File: src/upd_pkg.sv
// Package: shared types, constants and hex helper for the URL percent decoder.
`timescale 1ns / 1ps
package upd_pkg;

  localparam logic [7:0] PctChar   = 8'h25;
  localparam int         FifoDepth = 4;

  typedef struct packed {
    logic [1:0]      cnt;
    logic [2:0][7:0] bytes;
    logic            last;
  } upd_grp_t;

  typedef struct packed {
    logic       ok;
    logic [3:0] val;
  } upd_hex_t;

  function automatic upd_hex_t hex_value(logic [7:0] c);
    upd_hex_t r;
    r.ok  = 1'b0;
    r.val = 4'd0;
    if (c >= 8'h30 && c <= 8'h39) begin
      r.ok  = 1'b1;
      r.val = c[3:0];
    end else if ((c >= 8'h41 && c <= 8'h46) || (c >= 8'h61 && c <= 8'h66)) begin
      r.ok  = 1'b1;
      r.val = c[3:0] + 4'd9;
    end
    return r;
  endfunction

endpackage

File: src/upd_if.sv
// Interfaces: input and output byte channels with valid/ready handshake.
`timescale 1ns / 1ps
interface upd_in_if;
  logic       valid;
  logic       ready;
  logic [7:0] in_byte;
  logic       in_last;

  modport source (output valid, output in_byte, output in_last, input ready);
  modport sink   (input valid, input in_byte, input in_last, output ready);
endinterface

interface upd_out_if;
  logic       valid;
  logic       ready;
  logic [7:0] out_byte;
  logic       out_last;

  modport source (output valid, output out_byte, output out_last, input ready);
  modport sink   (input valid, input out_byte, input out_last, output ready);
endinterface

File: src/upd_front.sv
// Front end: accepts input bytes, tracks escape state, builds result groups.
`timescale 1ns / 1ps
module upd_front (
  input  logic              clk_i,
  input  logic              rst_ni,
  upd_in_if.sink            in_i,
  input  logic              room_i,
  output logic              push_o,
  output upd_pkg::upd_grp_t grp_o
);
  import upd_pkg::*;

  typedef enum logic [1:0] {
    ST_IDLE,
    ST_PCT,
    ST_PCT_DIG
  } state_e;

  state_e     state_q, state_d;
  logic [7:0] held_q, held_d;
  logic       take;
  upd_hex_t   h1, h2;
  logic [7:0] code;
  logic       code_ok;
  logic [7:0] b;
  logic       last;

  assign in_i.ready = room_i;
  assign take       = in_i.valid && room_i;
  assign b          = in_i.in_byte;
  assign last       = in_i.in_last;

  assign h1      = hex_value(held_q);
  assign h2      = hex_value(b);
  assign code    = {h1.val, h2.val};
  assign code_ok = h1.ok && h2.ok && !code[7] && (code[6:5] != 2'b00);

  always_comb begin
    state_d       = ST_IDLE;
    held_d        = held_q;
    grp_o.cnt     = 2'd0;
    grp_o.bytes   = {3{8'h00}};
    grp_o.last    = last;
    unique case (state_q)
      ST_PCT: begin
        if (last) begin
          grp_o.cnt      = 2'd2;
          grp_o.bytes[0] = PctChar;
          grp_o.bytes[1] = b;
        end else begin
          state_d = ST_PCT_DIG;
          held_d  = b;
        end
      end
      ST_PCT_DIG: begin
        grp_o.bytes[0] = PctChar;
        if (code_ok) begin
          grp_o.cnt      = 2'd1;
          grp_o.bytes[0] = code;
        end else if (held_q == PctChar) begin
          if (last) begin
            grp_o.cnt      = 2'd3;
            grp_o.bytes[1] = PctChar;
            grp_o.bytes[2] = b;
          end else begin
            grp_o.cnt = 2'd1;
            state_d   = ST_PCT_DIG;
            held_d    = b;
          end
        end else begin
          grp_o.bytes[1] = held_q;
          if (b == PctChar && !last) begin
            grp_o.cnt = 2'd2;
            state_d   = ST_PCT;
          end else begin
            grp_o.cnt      = 2'd3;
            grp_o.bytes[2] = b;
          end
        end
      end
      default: begin
        if (b == PctChar && !last) begin
          state_d = ST_PCT;
        end else begin
          grp_o.cnt      = 2'd1;
          grp_o.bytes[0] = b;
        end
      end
    endcase
  end

  assign push_o = take && (grp_o.cnt != 2'd0);

  always_ff @(posedge clk_i or negedge rst_ni) begin
    if (!rst_ni) begin
      state_q <= ST_IDLE;
    end else if (take) begin
      state_q <= state_d;
    end
  end

  always_ff @(posedge clk_i) begin
    if (take) begin
      held_q <= held_d;
    end
  end

endmodule

File: src/upd_fifo.sv
// Queue of result groups between front and back ends.
`timescale 1ns / 1ps
module upd_fifo #(
  parameter int Depth = upd_pkg::FifoDepth
) (
  input  logic              clk_i,
  input  logic              rst_ni,
  input  logic              push_i,
  input  upd_pkg::upd_grp_t grp_i,
  output logic              room_o,
  input  logic              pop_i,
  output logic              avail_o,
  output upd_pkg::upd_grp_t grp_o
);
  import upd_pkg::*;

  localparam int PtrW = (Depth > 1) ? $clog2(Depth) : 1;
  localparam int CntW = $clog2(Depth + 1);

  upd_grp_t        mem_q [Depth];
  logic [PtrW-1:0] wr_q, rd_q;
  logic [CntW-1:0] cnt_q;
  logic            do_pop;

  assign room_o  = (cnt_q != CntW'(Depth));
  assign avail_o = (cnt_q != '0);
  assign grp_o   = mem_q[rd_q];
  assign do_pop  = pop_i && avail_o;

  always_ff @(posedge clk_i or negedge rst_ni) begin
    if (!rst_ni) begin
      wr_q  <= '0;
      rd_q  <= '0;
      cnt_q <= '0;
    end else begin
      if (push_i) begin
        wr_q <= (wr_q == PtrW'(Depth - 1)) ? '0 : wr_q + PtrW'(1);
      end
      if (do_pop) begin
        rd_q <= (rd_q == PtrW'(Depth - 1)) ? '0 : rd_q + PtrW'(1);
      end
      if (push_i && !do_pop) begin
        cnt_q <= cnt_q + CntW'(1);
      end else if (do_pop && !push_i) begin
        cnt_q <= cnt_q - CntW'(1);
      end
    end
  end

  always_ff @(posedge clk_i) begin
    if (push_i) begin
      mem_q[wr_q] <= grp_i;
    end
  end

endmodule

File: src/upd_back.sv
// Back end: serializes each result group onto the output channel.
`timescale 1ns / 1ps
module upd_back (
  input  logic              clk_i,
  input  logic              rst_ni,
  input  logic              avail_i,
  input  upd_pkg::upd_grp_t grp_i,
  output logic              pop_o,
  upd_out_if.source         out_o
);
  import upd_pkg::*;

  upd_grp_t   cur_q;
  logic [1:0] idx_q;
  logic       vld_q;
  logic       take;
  logic       at_end;
  logic       done;

  assign take   = vld_q && out_o.ready;
  assign at_end = (idx_q == cur_q.cnt - 2'd1);
  assign done   = !vld_q || (take && at_end);
  assign pop_o  = done && avail_i;

  assign out_o.valid    = vld_q;
  assign out_o.out_last = cur_q.last && at_end;

  always_comb begin
    unique case (idx_q)
      2'd1:    out_o.out_byte = cur_q.bytes[1];
      2'd2:    out_o.out_byte = cur_q.bytes[2];
      default: out_o.out_byte = cur_q.bytes[0];
    endcase
  end

  always_ff @(posedge clk_i or negedge rst_ni) begin
    if (!rst_ni) begin
      vld_q <= 1'b0;
      idx_q <= 2'd0;
    end else if (done) begin
      vld_q <= avail_i;
      idx_q <= 2'd0;
    end else if (take) begin
      idx_q <= idx_q + 2'd1;
    end
  end

  always_ff @(posedge clk_i) begin
    if (pop_o) begin
      cur_q <= grp_i;
    end
  end

endmodule

File: src/url_percent_decoder_unit.sv
// A result is held in the group queue and then in the back-end output register.
// Throughput: one request per cycle while the group queue has room; the back end emits
// one byte per cycle while the output is ready, so a request giving two or three
// bytes holds the output longer, and the group queue (FifoDepth entries) absorbs the difference.
// Reset: asynchronous active-low; clears escape state, queue and output valid.
`timescale 1ns / 1ps
module url_percent_decoder_unit #(
  parameter int FifoDepth = upd_pkg::FifoDepth
) (
  input  logic       clk_i,
  input  logic       rst_ni,
  upd_in_if.sink     in_i,
  upd_out_if.source  out_o
);
  import upd_pkg::*;

  logic     room, push, avail, pop;
  upd_grp_t grp_in, grp_out;

  upd_front u_front (
    .clk_i  (clk_i),
    .rst_ni (rst_ni),
    .in_i   (in_i),
    .room_i (room),
    .push_o (push),
    .grp_o  (grp_in)
  );

  upd_fifo #(
    .Depth (FifoDepth)
  ) u_fifo (
    .clk_i   (clk_i),
    .rst_ni  (rst_ni),
    .push_i  (push),
    .grp_i   (grp_in),
    .room_o  (room),
    .pop_i   (pop),
    .avail_o (avail),
    .grp_o   (grp_out)
  );

  upd_back u_back (
    .clk_i   (clk_i),
    .rst_ni  (rst_ni),
    .avail_i (avail),
    .grp_i   (grp_out),
    .pop_o   (pop),
    .out_o   (out_o)
  );

endmodule

File: src/flat_wrapper.sv
// flat-port wrapper written by rule: the top's interface ports become plain ports
module url_percent_decoder_unit_flat import upd_pkg::*;
#(
  parameter int FifoDepth = upd_pkg::FifoDepth
)
  (clk_i, rst_ni, in_i_valid, in_i_in_byte, in_i_in_last, in_i_ready, out_o_valid, out_o_out_byte, out_o_out_last, out_o_ready);
  upd_in_if in_i_i ();
  upd_out_if out_o_i ();
  input  logic clk_i;
  input  logic rst_ni;
  input wire logic [$bits(in_i_i.valid)-1:0] in_i_valid;
  input wire logic [$bits(in_i_i.in_byte)-1:0] in_i_in_byte;
  input wire logic [$bits(in_i_i.in_last)-1:0] in_i_in_last;
  output wire logic [$bits(in_i_i.ready)-1:0] in_i_ready;
  output wire logic [$bits(out_o_i.valid)-1:0] out_o_valid;
  output wire logic [$bits(out_o_i.out_byte)-1:0] out_o_out_byte;
  output wire logic [$bits(out_o_i.out_last)-1:0] out_o_out_last;
  input wire logic [$bits(out_o_i.ready)-1:0] out_o_ready;
  assign in_i_i.valid = in_i_valid;
  assign in_i_i.in_byte = in_i_in_byte;
  assign in_i_i.in_last = in_i_in_last;
  assign in_i_ready = in_i_i.ready;
  assign out_o_valid = out_o_i.valid;
  assign out_o_out_byte = out_o_i.out_byte;
  assign out_o_out_last = out_o_i.out_last;
  assign out_o_i.ready = out_o_ready;
  url_percent_decoder_unit #(.FifoDepth(FifoDepth)) u_core (.clk_i(clk_i), .rst_ni(rst_ni), .in_i(in_i_i), .out_o(out_o_i));
endmodule
File: config.mk
export PLATFORM = sky130hd
export DESIGN_NAME = url_percent_decoder_unit_flat
export DESIGN_NICKNAME = d
export VERILOG_FILES = /design/src/upd_pkg.sv /design/src/upd_if.sv /design/src/upd_front.sv /design/src/upd_fifo.sv /design/src/upd_back.sv /design/src/url_percent_decoder_unit.sv /design/src/flat_wrapper.sv
export SDC_FILE = /design/constraint.sdc
export NUM_CORES = 1
export LEC_CHECK = 0
export BUFFER_PORTS_ARGS = -buffer_cell sky130_fd_sc_hd__buf_2
export CORE_MARGIN = 2
export CORE_UTILIZATION = 50
export DETAILED_ROUTE_END_ITERATION = 7
export PLACE_DENSITY = 0.68
export SKIP_LAST_GASP = 1
export SYNTH_ARGS = -nofsm -noshare
export SYNTH_HDL_FRONTEND = slang
export SYNTH_HIERARCHICAL = 1
export SYNTH_SLANG_ARGS = --single-unit
File: constraint.sdc
create_clock -name clk_i -period 4 [get_ports clk_i]
set_clock_uncertainty 0.05 [all_clocks]
set_input_delay 0.8 -clock clk_i [delete_from_list [all_inputs] [get_ports clk_i]]
set_output_delay 0.8 -clock clk_i [all_outputs]
set_load 0.005 [all_outputs]
==> results summary <==
The CTS buffer count came out at 17. The mean number of vias per cell is roughly 5.7. In this run the worst path has a maximum fanout of 9. The critical path arrival came out at 3.63 ns. The area inside the core boundary is 0.01309 mm². The floorplan row count came out at 42. The number of distinct standard cells referenced by the synthesized netlist came out at 57.

The type of the worst setup path is in -> reg. The floorplan die width is 119.1 µm. The sequential group share of total power came out at 47.7%. The share of the core filled with cells in the final layout is 57.24%. The number of max-cap violations is 0. The slowest stage of the critical path belongs to the cell sky130_fd_sc_hd__or3b_1. The die height came out at roughly 120 µm. The final worst slack is 0.6708 ns. The critical path starts at in_i_in_byte[1]. Of the post-synthesis cell area, the part taken by muxes is 10.22%. The global-route congestion overflow total is 0.

The achievable frequency is approximately 300 MHz. After clock tree synthesis, the clock-pin slew on the worst setup and hold paths is around 0.060 ns. The critical path required time came out at 4.30 ns.

The number of clock sinks is 155. The clock passes through at most 2 buffers. The DRC violation total after the first TritonRoute iteration is between 300 and 400. The clock latency at the later pin of the worst-skew pair is around 0.43 ns. In this run the worst setup path terminates at u_core/u_fifo/cnt_q[2]$_DFFE_PN0P_. The internal power of the cells totals 3617 µW. The gate family responsible for the most delay along the worst path is simple AND/OR/NAND/NOR gates.

The growth of design area from synthesis to finish is 13.11%. The worst setup slack for register-to-register paths is 0.84 ns. In this run the number of cells on the critical path is 14. For this run, the number of Yosys warnings is 6. Setup repair after global routing left no endpoint under its margin.

The sum of negative setup slack came out at 0 ns. The number of enable flip-flop cells after synthesis came out at around 140. In this run the power spent charging and discharging nets is 1463 µW. The antenna diode count came out at 0.

TritonCTS built the clock tree. The reg-to-reg startpoint is u_core/u_front/held_q[1]$_DFFE_PP_. When the netlist entered floorplanning its net count stood at 420. The fraction of the mapped netlist area in simple logic gates is 7.880%. The final layout contains around 450 nets. The worst setup path is captured at a register. In this design, the stage delay of the slowest critical-path cell is 0.41 ns. The proportion of synthesized flip-flops having asynchronous set or reset came out at 7.742%.

Traced cell by cell, the critical path runs through buf_2 > inv_1 > ha_1 > or3b_1 > nand4_4 > a2111oi_4 > nor2_2 > o2bb2ai_1 > ha_1 > inv_1 > fa_1 > xor2_1 > nor2_1 > xor2_1. In this run the remaining antenna-violating nets after routing total 0. The number of vias after detailed routing is 3,511. The count of final hold-check violations is 0. The placer congestion estimate came out at 0.8668.

The post-synthesis instance total is 390. The worst hold path belongs to the class in -> async. The compound-gate portion of the synthesized area came out at 6.217%. The synthesized netlist devotes 0.6614% of its cell area to XOR and XNOR gates.

The total half-perimeter wirelength after legalization and detailed placement came out at 8.104 mm. The pin count of the biggest net entering global routing is 31. The post-synthesis share of cell area spent on full adders, half adders and majority gates is under 10%.

For this run, design rule violations remaining after detail routing come to 0. The count of hold-fix buffers inserted at cts came out at 0. The clock period could shrink to between 3 and 4 ns. The sequential cell area in the final layout came out at 0.004596 mm².

The wire length of the first global-routing pass is slightly below 20 mm. The cell area after placement is 0.006922 mm². The top-level port count is 24.

The fill cell instance count of the final layout is a little under 1,000. The multi-input combinational cells in the finished layout cover a total of between 0.0015 and 0.002 mm². Across all hold checks on the routed design, the worst slack comes to between 0.2 and 0.25 ns. The die outline area came out at 0.01418 mm². Global routing used 19.43% of the available tracks across all layers. The master cell of the clock root buffer is sky130_fd_sc_hd__clkbuf_16. After clock tree synthesis, the setup repair step added 0 buffers. The count of final max-slew check failures was 0. The fraction of layout instances using a drive strength above 1 is 23.11%. The fraction of power consumed by the clock network came out at about 30%. The initial antenna violation count is 0. After synthesis, the largest family of logic cells by area is multiplexers. The sequential area share after synthesis came out at 69.39%. The count of input and output buffers came out at 23. The starting utilization of the core area is 50.60%. The per-cell routed wire length came out at 20.70 µm. The total of cells resized after clock tree synthesis came out at 0. After synthesis the netlist holds a flip-flop and latch count of approximately 160. The post-synthesis instance area is roughly 0.0066 mm². The leakage power came out at 0.002596 µW. The cell area power density came out at 678.3 mW/mm². For this run, the detailed router's first-pass iteration total came to 5. The number of global-route vias before repair is between 3,000 and 4,000. The part of the total power dissipated in combinational logic came out at 22.3%.

Among all flip-flop cells after synthesis, the most frequent one is sky130_fd_sc_hd__edfxtp_1. The peak supply drop is 0.3524 mV. Once layout is done, the placed cells without fillers occupy 0.007490 mm². The worst slew margin relative to its limit came out at 34.21%.

In this run switching power makes up 28.81% of total power. The run finished with clean final reports. The CTS H-tree depth came out at 4. For the worst flop-to-flop path, the logic depth is 10. The mean instance size in the synthesized netlist is 16.98 µm².

For the pin with the worst max-slew slack, the measured transition is 0.9869 ns. The worst path uses 83.23% of the clock period. The buffers plus inverters on the worst setup path came out at 3.

STA classifies the critical path startpoint as an input port. The pre-CTS setup slack is 0.2766 ns. The final setup violation count came out at 0.

Summed over all layers, the routed wires come to 12.69 mm. In this run the critical register-to-register path is captured at u_core/u_fifo/cnt_q[1]$_DFFE_PN0P_.
[layer usage]
layer  vias to the layer above  track usage [%]  routed length (µm)  share of wire [%]
met2                       113            29.89                5946                 47
met5                         -                0                   0                  0
met3                        24            5.891                 752                5.9
met1                      1769            26.24                5739                 45
met4                         0            7.589                 254                2.0
li1                       1605                -                   -                  -
[worst min path at each step]
stage	from	to	cells past startpoint
floorplan	u_core/u_fifo/cnt_q[2]$_DFFE_PN0P_	u_core/u_fifo/cnt_q[2]$_DFFE_PN0P_	1
global placement	u_core/u_fifo/cnt_q[2]$_DFFE_PN0P_	u_core/u_fifo/cnt_q[2]$_DFFE_PN0P_	1
detailed placement	u_core/u_fifo/cnt_q[2]$_DFFE_PN0P_	u_core/u_fifo/cnt_q[2]$_DFFE_PN0P_	1
CTS	rst_ni	u_core/u_fifo/rd_q[1]$_DFFE_PN0P_	1
global route	rst_ni	u_core/u_fifo/rd_q[1]$_DFFE_PN0P_	1
finish	rst_ni	u_core/u_fifo/rd_q[1]$_DFFE_PN0P_	1
[power groups by stage]
stage | clock, µW | sequential [µW] | combinational (µW)
finish | 1520 | 2430 | 1130
CTS | 1550 | 2440 | 1160
detailed placement | 0 | 2470 | 1150
floorplan | 0 | 2320 | 922
global route | 1610 | 2480 | 1240
global placement | 0 | 2450 | 1130
[cell usage in the layout, fill, tap and decap left out, drive strengths merged, types with 16 or more instances in the layout]
master,n
ha,16
clkbuf,18
inv,20
mux4,27
o21ai,16
buf,30
edfxtp,143
nor2,24
nand2,24
[sequential cells by signal, summed over array words and instances, names as in the netlist]
register	cells
u_core/u_back/cur_q	27
u_core/u_back/idx_q	2
u_core/u_back/out_o.valid	1
u_core/u_fifo/cnt_q	3
u_core/u_fifo/mem_q	108
u_core/u_fifo/rd_q	2
u_core/u_fifo/wr_q	2
u_core/u_front/held_q	8
u_core/u_front/state_q	2
[cells in the mapped netlist (3+ instances only)]
cell type	count	share of area, %
sky130_fd_sc_hd__a21oi_1	7	0.53
sky130_fd_sc_hd__a22o_1	3	0.40
sky130_fd_sc_hd__a22oi_1	10	1.1
sky130_fd_sc_hd__a32o_1	3	0.45
sky130_fd_sc_hd__and2_1	12	1.1
sky130_fd_sc_hd__and3_1	4	0.38
sky130_fd_sc_hd__buf_2	4	0.30
sky130_fd_sc_hd__buf_4	3	0.34
sky130_fd_sc_hd__clkbuf_1	6	0.34
sky130_fd_sc_hd__dfrtp_1	12	4.5
sky130_fd_sc_hd__edfxtp_1	143	65
sky130_fd_sc_hd__ha_1	16	3.0
sky130_fd_sc_hd__inv_1	15	0.85
sky130_fd_sc_hd__mux2_2	4	0.68
sky130_fd_sc_hd__mux4_2	26	8.8
sky130_fd_sc_hd__nand2_1	24	1.4
sky130_fd_sc_hd__nand3_1	6	0.45
sky130_fd_sc_hd__nand3b_1	3	0.34
sky130_fd_sc_hd__nor2_1	23	1.3
sky130_fd_sc_hd__nor3b_1	3	0.34
sky130_fd_sc_hd__o21ai_0	15	1.1
sky130_fd_sc_hd__xnor2_1	3	0.40
[cells by family after synthesis]
family          Yosys count
compound gates           57
xor+xnor                  5
fa+ha+maj                17
buf+inv                  30
flops                   155
mux                      33
simple gates             93
[layout make-up]
cell class / instances / area share, %
multi-input combinational: 205 / 25.13
sequential: 155 / 61.36
clock buffer: 18 / 5.730
clock inverter: 14 / 1.854
timing repair buffer: 30 / 2.239
tap: 176 / 2.940
inverter: 15 / 0.7518
[metrics by stage]
step | std cells | power (µW)
5_1_grt | 613 | 5329
6_report | 613 | 5080
4_1_cts | 613 | 5148
3_3_place_gp | 581 | 3579
2_1_floorplan | 390 | 3244
3_5_place_dp | 581 | 3624
Power figures use the tool's default switching activity.
